===== src/byte_stream_tokenizer_defines.svh =====
// assertion macros used by the tokenizer top level
`ifndef BYTE_STREAM_TOKENIZER_DEFINES_SVH
`define BYTE_STREAM_TOKENIZER_DEFINES_SVH

// combinational invariant checked at every clock edge out of reset
`define BST_ASSERT_ALWAYS(label, prop, msg) \
  label: assert property (@(posedge clk) disable iff (!rst_n) (prop)) else $error(msg);

// consequence that must hold in the cycle after the trigger
`define BST_ASSERT_NEXT(label, trig, cons, msg) \
  label: assert property (@(posedge clk) disable iff (!rst_n) (trig) |=> (cons)) else $error(msg);

`endif


===== src/bst_pkg.sv =====
// types, constants and lookup functions of the byte stream tokenizer
`timescale 1ns / 1ps

package bst_pkg;

  localparam int MAX_TOKEN_LEN = 255;
  localparam int NUM_KW        = 13;
  localparam int KW_MAX_LEN    = 12;
  localparam int QUEUE_DEPTH   = 4;
  localparam int QCNT_W        = $clog2(QUEUE_DEPTH + 1);

  typedef enum logic [1:0] {
    MODE_IDLE   = 2'd0,
    MODE_NUMBER = 2'd1,
    MODE_IDENT  = 2'd2,
    MODE_STRING = 2'd3
  } scan_mode_t;

  localparam logic [5:0] KIND_END     = 6'd0;
  localparam logic [5:0] KIND_NUMBER  = 6'd1;
  localparam logic [5:0] KIND_STRING  = 6'd2;
  localparam logic [5:0] KIND_IDENT   = 6'd3;
  localparam logic [5:0] KIND_OP_BASE = 6'd16;
  localparam logic [5:0] KIND_UNDEF   = 6'd37;

  localparam logic [7:0] CH_NUL   = 8'h00;
  localparam logic [7:0] CH_TAB   = 8'h09;
  localparam logic [7:0] CH_NL    = 8'h0A;
  localparam logic [7:0] CH_SPACE = 8'h20;
  localparam logic [7:0] CH_QUOTE = 8'h22;
  localparam logic [7:0] CH_UNDER = 8'h5F;

  // keyword text, right justified: first character in the highest used byte
  localparam logic [KW_MAX_LEN*8-1:0] KW_TEXT [NUM_KW] = '{
    "main", "function", "return", "if", "else", "for", "while",
    "infinitWhile", "break", "continue", "var", "true", "false"
  };
  localparam logic [7:0] KW_LEN [NUM_KW] = '{
    8'd4, 8'd8, 8'd6, 8'd2, 8'd4, 8'd3, 8'd5, 8'd12, 8'd5, 8'd8, 8'd3, 8'd4, 8'd5
  };
  localparam logic [5:0] KW_KIND [NUM_KW] = '{
    6'd4, 6'd5, 6'd6, 6'd7, 6'd8, 6'd9, 6'd10, 6'd11, 6'd12, 6'd13, 6'd14, 6'd15, 6'd15
  };

  typedef struct packed {
    logic [5:0]  kind;
    logic [31:0] line;
    logic [7:0]  length;
    logic        last;
  } tok_t;

  // tokens produced by one accepted byte, slot 0 first
  typedef struct packed {
    logic [1:0] push_cnt;
    tok_t       tok0;
    tok_t       tok1;
  } scan_out_t;

  function automatic logic is_digit(input logic [7:0] c);
    return (c >= "0") && (c <= "9");
  endfunction

  function automatic logic is_alpha(input logic [7:0] c);
    return ((c >= "A") && (c <= "Z")) || ((c >= "a") && (c <= "z")) || (c == CH_UNDER);
  endfunction

  // character of keyword k at position pos, nul past its end
  function automatic logic [7:0] kw_char(input int k, input logic [7:0] pos);
    logic [3:0] idx;
    logic [7:0] ch;
    ch  = CH_NUL;
    idx = '0;
    if (pos < KW_LEN[k]) begin
      idx = 4'(KW_LEN[k] - 8'd1 - pos);
      ch  = KW_TEXT[k][idx*8 +: 8];
    end
    return ch;
  endfunction

  // first live keyword whose length matches, else plain identifier
  function automatic logic [5:0] ident_kind(input logic [NUM_KW-1:0] alive,
                                            input logic [7:0] len);
    logic [5:0] kind;
    kind = KIND_IDENT;
    for (int k = NUM_KW - 1; k >= 0; k--) begin
      if (alive[k] && (KW_LEN[k] == len)) kind = KW_KIND[k];
    end
    return kind;
  endfunction

  // single character operators, undefined for anything else
  function automatic logic [5:0] op_kind(input logic [7:0] c);
    logic [5:0] kind;
    unique case (c)
      "+":     kind = KIND_OP_BASE + 6'd0;
      "-":     kind = KIND_OP_BASE + 6'd1;
      "*":     kind = KIND_OP_BASE + 6'd2;
      "/":     kind = KIND_OP_BASE + 6'd3;
      ":":     kind = KIND_OP_BASE + 6'd4;
      ";":     kind = KIND_OP_BASE + 6'd5;
      ".":     kind = KIND_OP_BASE + 6'd6;
      "(":     kind = KIND_OP_BASE + 6'd7;
      ")":     kind = KIND_OP_BASE + 6'd8;
      "{":     kind = KIND_OP_BASE + 6'd9;
      "}":     kind = KIND_OP_BASE + 6'd10;
      "[":     kind = KIND_OP_BASE + 6'd11;
      "]":     kind = KIND_OP_BASE + 6'd12;
      "=":     kind = KIND_OP_BASE + 6'd13;
      ">":     kind = KIND_OP_BASE + 6'd14;
      "<":     kind = KIND_OP_BASE + 6'd15;
      "!":     kind = KIND_OP_BASE + 6'd16;
      "^":     kind = KIND_OP_BASE + 6'd17;
      "|":     kind = KIND_OP_BASE + 6'd18;
      "~":     kind = KIND_OP_BASE + 6'd19;
      "&":     kind = KIND_OP_BASE + 6'd20;
      default: kind = KIND_UNDEF;
    endcase
    return kind;
  endfunction

endpackage


===== src/byte_stream_tokenizer.sv =====
// top level of the byte stream tokenizer
`timescale 1ns / 1ps
`include "byte_stream_tokenizer_defines.svh"

//  channel | handshake            | payload
//  --------+----------------------+------------------------------------------------
//  in      | in_valid / in_ready  | in_source_byte
//  out     | out_valid / out_ready| out_token_kind, out_token_line,
//          |                      | out_token_length, out_last_of_run
//
//  one source byte per cycle while in_ready is high; each byte is decoded in
//  the cycle it is taken and its zero to two tokens land in a four entry
//  result queue; the queue drains one token per cycle while out_ready is high,
//  and a byte yields two tokens when it closes a token and is not blank,
//  a quote or alphanumeric; in_ready drops while fewer than two entries are free
//  reset (rst_n low, synchronous) empties the queue and starts scanning at line 0

module byte_stream_tokenizer import bst_pkg::*; (
  input  logic        clk,
  input  logic        rst_n,
  input  logic        in_valid,
  output logic        in_ready,
  input  logic [7:0]  in_source_byte,
  output logic        out_valid,
  input  logic        out_ready,
  output logic [5:0]  out_token_kind,
  output logic [31:0] out_token_line,
  output logic [7:0]  out_token_length,
  output logic        out_last_of_run
);

  logic      in_accept;
  scan_out_t scan;
  tok_t      head;

  // a byte transaction completes when the queue can hold both possible tokens
  assign in_accept = in_valid & in_ready;

  // scanner: mode, line counter, token start line, length and keyword mask
  bst_scan u_scan (
    .clk    (clk),
    .rst_n  (rst_n),
    .accept (in_accept),
    .c      (in_source_byte),
    .scan_o (scan)
  );

  // result queue parts the byte side from the token side
  bst_out_queue u_queue (
    .clk       (clk),
    .rst_n     (rst_n),
    .scan_i    (scan),
    .room      (in_ready),
    .out_valid (out_valid),
    .out_ready (out_ready),
    .out_tok   (head)
  );

  assign out_token_kind   = head.kind;
  assign out_token_line   = head.line;
  assign out_token_length = head.length;
  assign out_last_of_run  = head.last;

  // an end-of-input byte always leaves at least the end token queued
  `BST_ASSERT_NEXT(a_end_queued, in_accept && in_source_byte == CH_NUL, out_valid, "end token missing")

  // only the final token of a byte carries the run flag
  `BST_ASSERT_ALWAYS(a_last_flag, (scan.push_cnt != 2'd2 || (!scan.tok0.last && scan.tok1.last)) && (scan.push_cnt != 2'd1 || scan.tok0.last), "bad last_of_run marking")

  // an end token is empty and closes its run
  `BST_ASSERT_ALWAYS(a_end_shape, !out_valid || out_token_kind != KIND_END || (out_token_length == 8'd0 && out_last_of_run), "malformed end token")

endmodule


===== src/bst_scan.sv =====
// scanner state and per byte token decode
`timescale 1ns / 1ps

module bst_scan import bst_pkg::*; (
  input  logic      clk,
  input  logic      rst_n,
  input  logic      accept,
  input  logic [7:0] c,
  output scan_out_t scan_o
);

  scan_mode_t        mode_r, mode_nxt;
  logic [31:0]       line_r, line_nxt;
  logic [31:0]       start_r, start_nxt;
  logic [7:0]        len_r, len_nxt;
  logic [NUM_KW-1:0] alive_r, alive_nxt;

  logic       digit, alpha, alnum, blank, do_idle;
  logic [7:0] len_sat;
  logic       close_v, idle_v;
  tok_t       close_tok, idle_tok;

  assign digit   = is_digit(c);
  assign alpha   = is_alpha(c);
  assign alnum   = digit | alpha;
  assign blank   = (c == CH_SPACE) | (c == CH_TAB) | (c == CH_NL);
  assign len_sat = (32'(len_r) < MAX_TOKEN_LEN) ? len_r + 8'd1 : len_r;

  // byte handled as between tokens, possibly after closing one
  assign do_idle = (mode_r == MODE_IDLE) |
                   ((mode_r == MODE_NUMBER) & ~digit) |
                   ((mode_r == MODE_IDENT) & ~alnum) |
                   ((mode_r == MODE_STRING) & (c == CH_NUL));

  // next state
  always_comb begin
    mode_nxt  = mode_r;
    line_nxt  = line_r;
    start_nxt = start_r;
    len_nxt   = len_r;
    alive_nxt = alive_r;
    unique case (mode_r)
      MODE_NUMBER: begin
        if (digit) len_nxt = len_sat;
        else       mode_nxt = MODE_IDLE;
      end
      MODE_IDENT: begin
        if (alnum) begin
          for (int k = 0; k < NUM_KW; k++) begin
            alive_nxt[k] = alive_r[k] && (kw_char(k, len_r) == c);
          end
          len_nxt = len_sat;
        end else begin
          mode_nxt  = MODE_IDLE;
          alive_nxt = '0;
        end
      end
      MODE_STRING: begin
        if (c == CH_QUOTE || c == CH_NUL) begin
          mode_nxt = MODE_IDLE;
        end else begin
          if (c == CH_NL) line_nxt = line_r + 32'd1;
          len_nxt = len_sat;
        end
      end
      default: ;
    endcase
    if (do_idle) begin
      if (c == CH_NL) begin
        line_nxt = line_r + 32'd1;
      end else if (c == CH_NUL) begin
        mode_nxt  = MODE_IDLE;
        line_nxt  = '0;
        start_nxt = '0;
        len_nxt   = '0;
        alive_nxt = '0;
      end else if (!blank) begin
        start_nxt = line_r;
        if (c == CH_QUOTE) begin
          mode_nxt = MODE_STRING;
          len_nxt  = 8'd0;
        end else if (digit) begin
          mode_nxt = MODE_NUMBER;
          len_nxt  = 8'd1;
        end else if (alpha) begin
          mode_nxt = MODE_IDENT;
          len_nxt  = 8'd1;
          for (int k = 0; k < NUM_KW; k++) begin
            alive_nxt[k] = (kw_char(k, 8'd0) == c);
          end
        end
      end
    end
  end

  // token outputs
  always_comb begin
    close_v        = 1'b0;
    close_tok.kind = KIND_UNDEF;
    close_tok.line = start_r;
    close_tok.length = len_r;
    close_tok.last = 1'b0;
    unique case (mode_r)
      MODE_NUMBER: begin
        close_v        = ~digit;
        close_tok.kind = KIND_NUMBER;
      end
      MODE_IDENT: begin
        close_v        = ~alnum;
        close_tok.kind = ident_kind(alive_r, len_r);
      end
      MODE_STRING: begin
        close_v        = (c == CH_QUOTE) | (c == CH_NUL);
        close_tok.kind = (c == CH_QUOTE) ? KIND_STRING : KIND_UNDEF;
      end
      default: ;
    endcase

    idle_tok.line   = line_r;
    idle_tok.last   = 1'b0;
    idle_tok.kind   = op_kind(c);
    idle_tok.length = 8'd1;
    if (c == CH_NUL) begin
      idle_tok.kind   = KIND_END;
      idle_tok.length = 8'd0;
    end
    idle_v = do_idle & ~blank & (c != CH_QUOTE) & ~alnum;

    scan_o.tok0 = close_v ? close_tok : idle_tok;
    scan_o.tok1 = idle_tok;
    scan_o.tok0.last = ~(close_v & idle_v);
    scan_o.tok1.last = 1'b1;
    scan_o.push_cnt  = accept ? (2'(close_v) + 2'(idle_v)) : 2'd0;
  end

  always_ff @(posedge clk) begin
    if (!rst_n) begin
      mode_r  <= MODE_IDLE;
      line_r  <= '0;
      start_r <= '0;
      len_r   <= '0;
      alive_r <= '0;
    end else if (accept) begin
      mode_r  <= mode_nxt;
      line_r  <= line_nxt;
      start_r <= start_nxt;
      len_r   <= len_nxt;
      alive_r <= alive_nxt;
    end
  end

endmodule


===== src/bst_out_queue.sv =====
// result queue, up to two pushes and one pop per cycle
`timescale 1ns / 1ps

module bst_out_queue import bst_pkg::*; (
  input  logic      clk,
  input  logic      rst_n,
  input  scan_out_t scan_i,
  output logic      room,
  output logic      out_valid,
  input  logic      out_ready,
  output tok_t      out_tok
);

  tok_t              q_r   [QUEUE_DEPTH];
  tok_t              q_nxt [QUEUE_DEPTH];
  tok_t              shifted [QUEUE_DEPTH];
  logic [QCNT_W-1:0] cnt_r, cnt_nxt, base_cnt;
  logic              pop;

  assign out_valid = (cnt_r != '0);
  assign out_tok   = q_r[0];
  assign pop       = out_valid & out_ready;
  // room for the two tokens a byte may cause
  assign room      = (32'(cnt_r) <= QUEUE_DEPTH - 2);
  assign base_cnt  = cnt_r - QCNT_W'(pop);
  assign cnt_nxt   = base_cnt + QCNT_W'(scan_i.push_cnt);

  always_comb begin
    for (int i = 0; i < QUEUE_DEPTH; i++) begin
      if (pop && i < QUEUE_DEPTH - 1) shifted[i] = q_r[(i + 1) % QUEUE_DEPTH];
      else                            shifted[i] = q_r[i];
    end
    for (int i = 0; i < QUEUE_DEPTH; i++) begin
      if (scan_i.push_cnt != 2'd0 && base_cnt == QCNT_W'(i))
        q_nxt[i] = scan_i.tok0;
      else if (scan_i.push_cnt == 2'd2 && base_cnt + QCNT_W'(1) == QCNT_W'(i))
        q_nxt[i] = scan_i.tok1;
      else
        q_nxt[i] = shifted[i];
    end
  end

  always_ff @(posedge clk) begin
    for (int i = 0; i < QUEUE_DEPTH; i++) q_r[i] <= q_nxt[i];
  end

  always_ff @(posedge clk) begin
    if (!rst_n) begin
      cnt_r <= '0;
    end else begin
      cnt_r <= cnt_nxt;
    end
  end

endmodule

===== config.mk =====
export PLATFORM = sky130hd
export DESIGN_NAME = byte_stream_tokenizer
export DESIGN_NICKNAME = d
export VERILOG_FILES = /design/src/bst_pkg.sv /design/src/byte_stream_tokenizer.sv /design/src/bst_scan.sv /design/src/bst_out_queue.sv
export VERILOG_INCLUDE_DIRS = /design/src /design/src/src
export SDC_FILE = /design/constraint.sdc
export NUM_CORES = 1
export LEC_CHECK = 0
export BUFFER_PORTS_ARGS = -buffer_cell sky130_fd_sc_hd__buf_2
export CORE_MARGIN = 2
export CORE_UTILIZATION = 60
export CTS_CLUSTER_DIAMETER = 200
export DETAILED_ROUTE_END_ITERATION = 10
export PLACE_DENSITY = 0.8
export SLEW_MARGIN = 20
export SYNTH_ARGS = -nofsm -noshare
export SYNTH_HDL_FRONTEND = slang
export SYNTH_SLANG_ARGS = --single-unit
export TNS_END_PERCENT = 50

===== constraint.sdc =====
create_clock -name clk -period 13.15 [get_ports clk]
set_input_delay 1.315 -clock clk [delete_from_list [all_inputs] [get_ports clk]]
set_output_delay 1.315 -clock clk [all_outputs]
set_load 0.02 [all_outputs]

* Word level (Yosys, flattened, before mapping)
Memory sizes are Yosys's and may differ from the RTL's.
Index checks and enable logic that the tools add are counted.
** Cells by class
- $add $sub $neg :: 13
- Magnitude comparators :: 15
- Eq/ne operators :: 68
- Shift operators :: 13
- Muxes and demuxes :: 181
- Bitwise gates (word level) :: 21
- Reduce and logical (&&, ||, !) cells :: 47
** Operators by type and width (number)
- $shiftx A96 B8 Y8 const A :: 13
- $mux W8 :: 120
- $mux W47 :: 12
- $mux W32 :: 8
- $eq A8 B8 Y1 :: 23
- $eq A8 B6 Y1 const B :: 16
- $pmux W6 S21 :: 1
- $mux W13 :: 9
- $eq A8 B7 Y1 const B :: 8
- $mux W4 :: 13
- $logic_and A1 B1 Y1 :: 37
- $add A32 B1 Y32 const B :: 1
- $eq A3 B8 Y1 const A :: 3
- $lt A8 B3 Y1 const B :: 3
- $pmux W8 S3 :: 1
- $mux W2 :: 11
- $pmux W6 S3 :: 1
- $eq A2 B8 Y1 const A :: 2
- $eq A4 B8 Y1 const A :: 2
- $eq A8 B4 Y1 const B :: 2
- $ge A8 B7 Y1 const B :: 2
- $le A8 B7 Y1 const B :: 2
- $lt A8 B2 Y1 const B :: 2
- $lt A8 B4 Y1 const B :: 2
- other kinds (33) :: 64
** Word-level totals
- Flip-flop bits (word level) :: 90
- Memory bits (writable) :: 188
- Logic and storage cells :: 365
- Memories kept :: 1
** Memory list
- u_queue.q_r :: depth 4, bits a word 47, rd ports 4, clocked after Yosys merged registers in 0, write ports 4, RTL line bst_out_queue.sv:14 : tok_t q_r [QUEUE_DEPTH];

* Longest topological paths before layout
- Word-level depth :: 19
- Gate-level depth with buffers :: 17
- Mapped depth without buffers :: 12

* Hierarchy
A second synthesis with hierarchy kept.
** Second synthesis, totals
- Cell total of the unflattened synthesis :: 2017
- Area, all modules :: 18569.1 um^2
** Modules (own cells, without submodules)
- bst_out_queue :: instances 1, cells an instance 855, area an instance 10324.9 um^2, sequential area each 5705.5 um^2
- bst_scan :: instances 1, cells an instance 1161, area an instance 8237.9 um^2, sequential area each 1741.7 um^2
- byte_stream_tokenizer :: instances 1, cells an instance 1, area an instance 6.3 um^2, sequential area each 0.0 um^2

* Least setup slack after synthesis
OpenSTA, ideal clock, no wires.
- Kind :: input port to flip-flop
- From :: in in_source_byte[2]
- To :: mem u_queue.q_r[3][0] (netlist name), enable pin
- Library setup time :: 0.581 ns
- Arrival :: 8.141 ns
- Required time :: 12.569 ns
- Path slack :: 4.428 ns
- Stages :: 10
- Path buffers :: 3
- Path through :: clkbuf_1 > nor4_2 > nand2_1 > a21oi_2 > buf_4 > o221ai_2 > nor4_1 > ha_1 > clkbuf_1 > o41ai_1
** RTL lines
- start: declaration :: RTL line byte_stream_tokenizer.sv:23 : input logic [7:0] in_source_byte,
- end: declaration :: RTL line bst_out_queue.sv:14

==> impl_metrics.ini <==
[run_status]
outcome = completed

[clock_tree]
clkTransAtPathRegs_ps = 60
post_cts_buffers = 0
cts_buffers = 29
cts_tree = done
cts.repair.resized = 0
htree_levels = 1
cts_hold_buffers = 0
worstSkewPairLatency_ps = 570
cts_buffer_depth = 3
clkSinkCount = 278
cts-root-buf = clkbuf_16

[setup_path]
setup.worst_path.class = in -> reg
path_max_fanout = 48
worstPathArrival_ps = 6750
endpoint_kind = flop
cp_data_required_time_ps = 13350
startpoint_type = input pin

[cells_and_area]
final_common_cell = nor2_1
nFillCells = 2102
stdcell_area_mm2 = 0.0174
area_growth_pct = 7.60
insertedDiodeCount = 0
drive_above_1_share_pct = 11.5
fin_util_pct = 65.1
final_nets = 1781
final_cell_mix = nor2_1, edfxtp_1, a21oi_1, nand2_1, dfxtp_1

[global_routing]
antenna_found_initial = 0
grt_max_degree = 64
grt_overflow = 0
grtUsageTotal_pct = 34.4
grt_pass1_vias = 13684
grt_pass1_wl_um = 77400

[floorplan]
die_h_um = 168
die_x_um = 168
rows = 60
initial_core_util_pct = 60.5
coreArea_mm2 = 0.0267
ios = 61
die_area_mm2 = 0.0283

[timing]
rsz0062_at_grt = no
finalSetupViolCount = 0
max_slew_margin_pct = 22.9
post-route-period-util_pct = 49.8
max_freq_mhz = 153
finalHoldViolations = 0
setup_ws_ps = 6600
post-route-min-period_ps = 6550
tns_ps = 0
slew_viol_final = 0
finClkSkew_ps = 19.5
tightest_slew_ps = 1160

[pwr]
power_leakage_nw = 6.37
ir_drop_mv = 0.103
total_power_w = 0.00305
pwr_density_cell_mw_per_mm2 = 176

[synth]
syn-instance-count = 1779
ys.flop_type = edfxtp_1
synth-seq-cells = 278
ys_seq_area_share_pct = 46.1
synth_cell_type_count = 86
async_reset_ff_share_pct = 0
netlist_area_mm2 = 0.0162
synth-edff-count = 188
synthesis.nets = 1823
syn_avg_cell_area_um2 = 9.09
synth_warnings = 0

[placement]
port_buffers = 60
dp_hpwl_um = 31200
gp_congestion = 0.958
placed_area_mm2 = 0.0165
place_ws_ps = 6210

[drt]
dr.pass1.iters = 6
num_vias = 14764
drc = 0
routed_via_density = 7.03
wl_per_cell_um = 23.8
dr.first_iter.drc_count = 2391
ant_nets = 0
routed_wl_um = 49900

[flow_run]
maxCapViolations = 0

[worst_hold_path]
holdCritPathClass = reg -> reg
==> report_power, final <==
group          total, W  switching, W  internal [W]
Combinational  0.000893      0.000625      0.000268
Sequential      0.00136     0.0000706       0.00129
Clock          0.000800      0.000343      0.000457
Total           0.00305       0.00104       0.00202
==> flip-flops by register name (all words and copies together) (netlist names) <==
register and flops:
u_queue.q_r 188, u_scan.line_r 32, u_scan.start_r 32, u_scan.alive_r 13, u_scan.len_r 8, u_queue.cnt_r 3
u_scan.mode_r 2
==> metrics by stage <==
step / std cells / hold WS [ps]
floorplan: 1779 / 448
global placement: 2047 / 467
detailed placement: 2047 / 470
CTS: 2100 / 482
global route: 2100 / 507
finish: 2100 / 481
==> kinds of logic (layout without fill, tap and decap cells) <==
group / count (synthesis) / count (layout) / synth area share (%)
AND/OR/NAND/NOR: 685 / 685 / 20.9
AO/OA/AOI/OAI: 481 / 481 / 19.6
flip-flops: 278 / 278 / 46.1
buffers and inverters: 211 / 191 / 5.26
multiplexers: 53 / 53 / 3.54
XOR/XNOR: 39 / 39 / 2.11
adder cells (fa/ha/maj): 32 / 32 / 2.52
==> synth_stat cells, drive strengths merged, types with 34 or more instances <==
library cell,n,area (um^2)
a21oi,122,614
buf,49,243
clkbuf,108,405
dfxtp,90,1800
edfxtp,188,5650
inv,53,199
mux2,34,383
nand2,119,452
nand2b,41,257
nand3,78,390
nor2,246,928
nor3,40,210
o21ai,85,425
o22ai,87,544
==> critical path, cell delays in order <==
cell	delay (ps)
buf_2	720
nor4b_1	650
a22oi_1	300
nor2_2	320
a211oi_2	70
buf_4	240
inv_1	360
ha_1	380
nand2_1	210
nor4_1	850
nor2_1	510
nand2_2	170
buf_4	560
==> area by class of cell <==
| cell class | instances | area [um^2] | area share (%) |
|---|---|---|---|
| Inverter | 54 | 203 | 1.16 |
| Sequential cell | 278 | 7450 | 42.8 |
| Multi-Input combinational cell | 1290 | 7930 | 45.6 |
| Clock inverter | 14 | 133 | 0.762 |
| Clock buffer | 39 | 783 | 4.50 |
| Timing Repair Buffer | 84 | 480 | 2.76 |
| Tap cell | 341 | 427 | 2.45 |
==> per-layer routing <==
layer	vias up	global-route usage (%)	part of all wire [%]
li1	6539	-	-
met1	7068	48.9	40
met2	1027	55.4	46
met3	130	4.23	11
met4	0	11.4	2.7
met5	-	0	0
==> final timing paths <==
path / start / slack (ps) / end / depth (start not counted)
worst max-delay path: in_source_byte[1] / 6600 / u_queue.q_r[2][38] / 13
worst min-delay path: u_scan.alive_r[12] / 480 / u_scan.alive_r[12] / 2
worst max register to register: u_scan.mode_r[0] / 8060 / u_queue.q_r[2][38] / 9
worst min register to register: u_scan.alive_r[12] / 480 / u_scan.alive_r[12] / 2
Note: power is estimated with default switching activity, not from simulation.
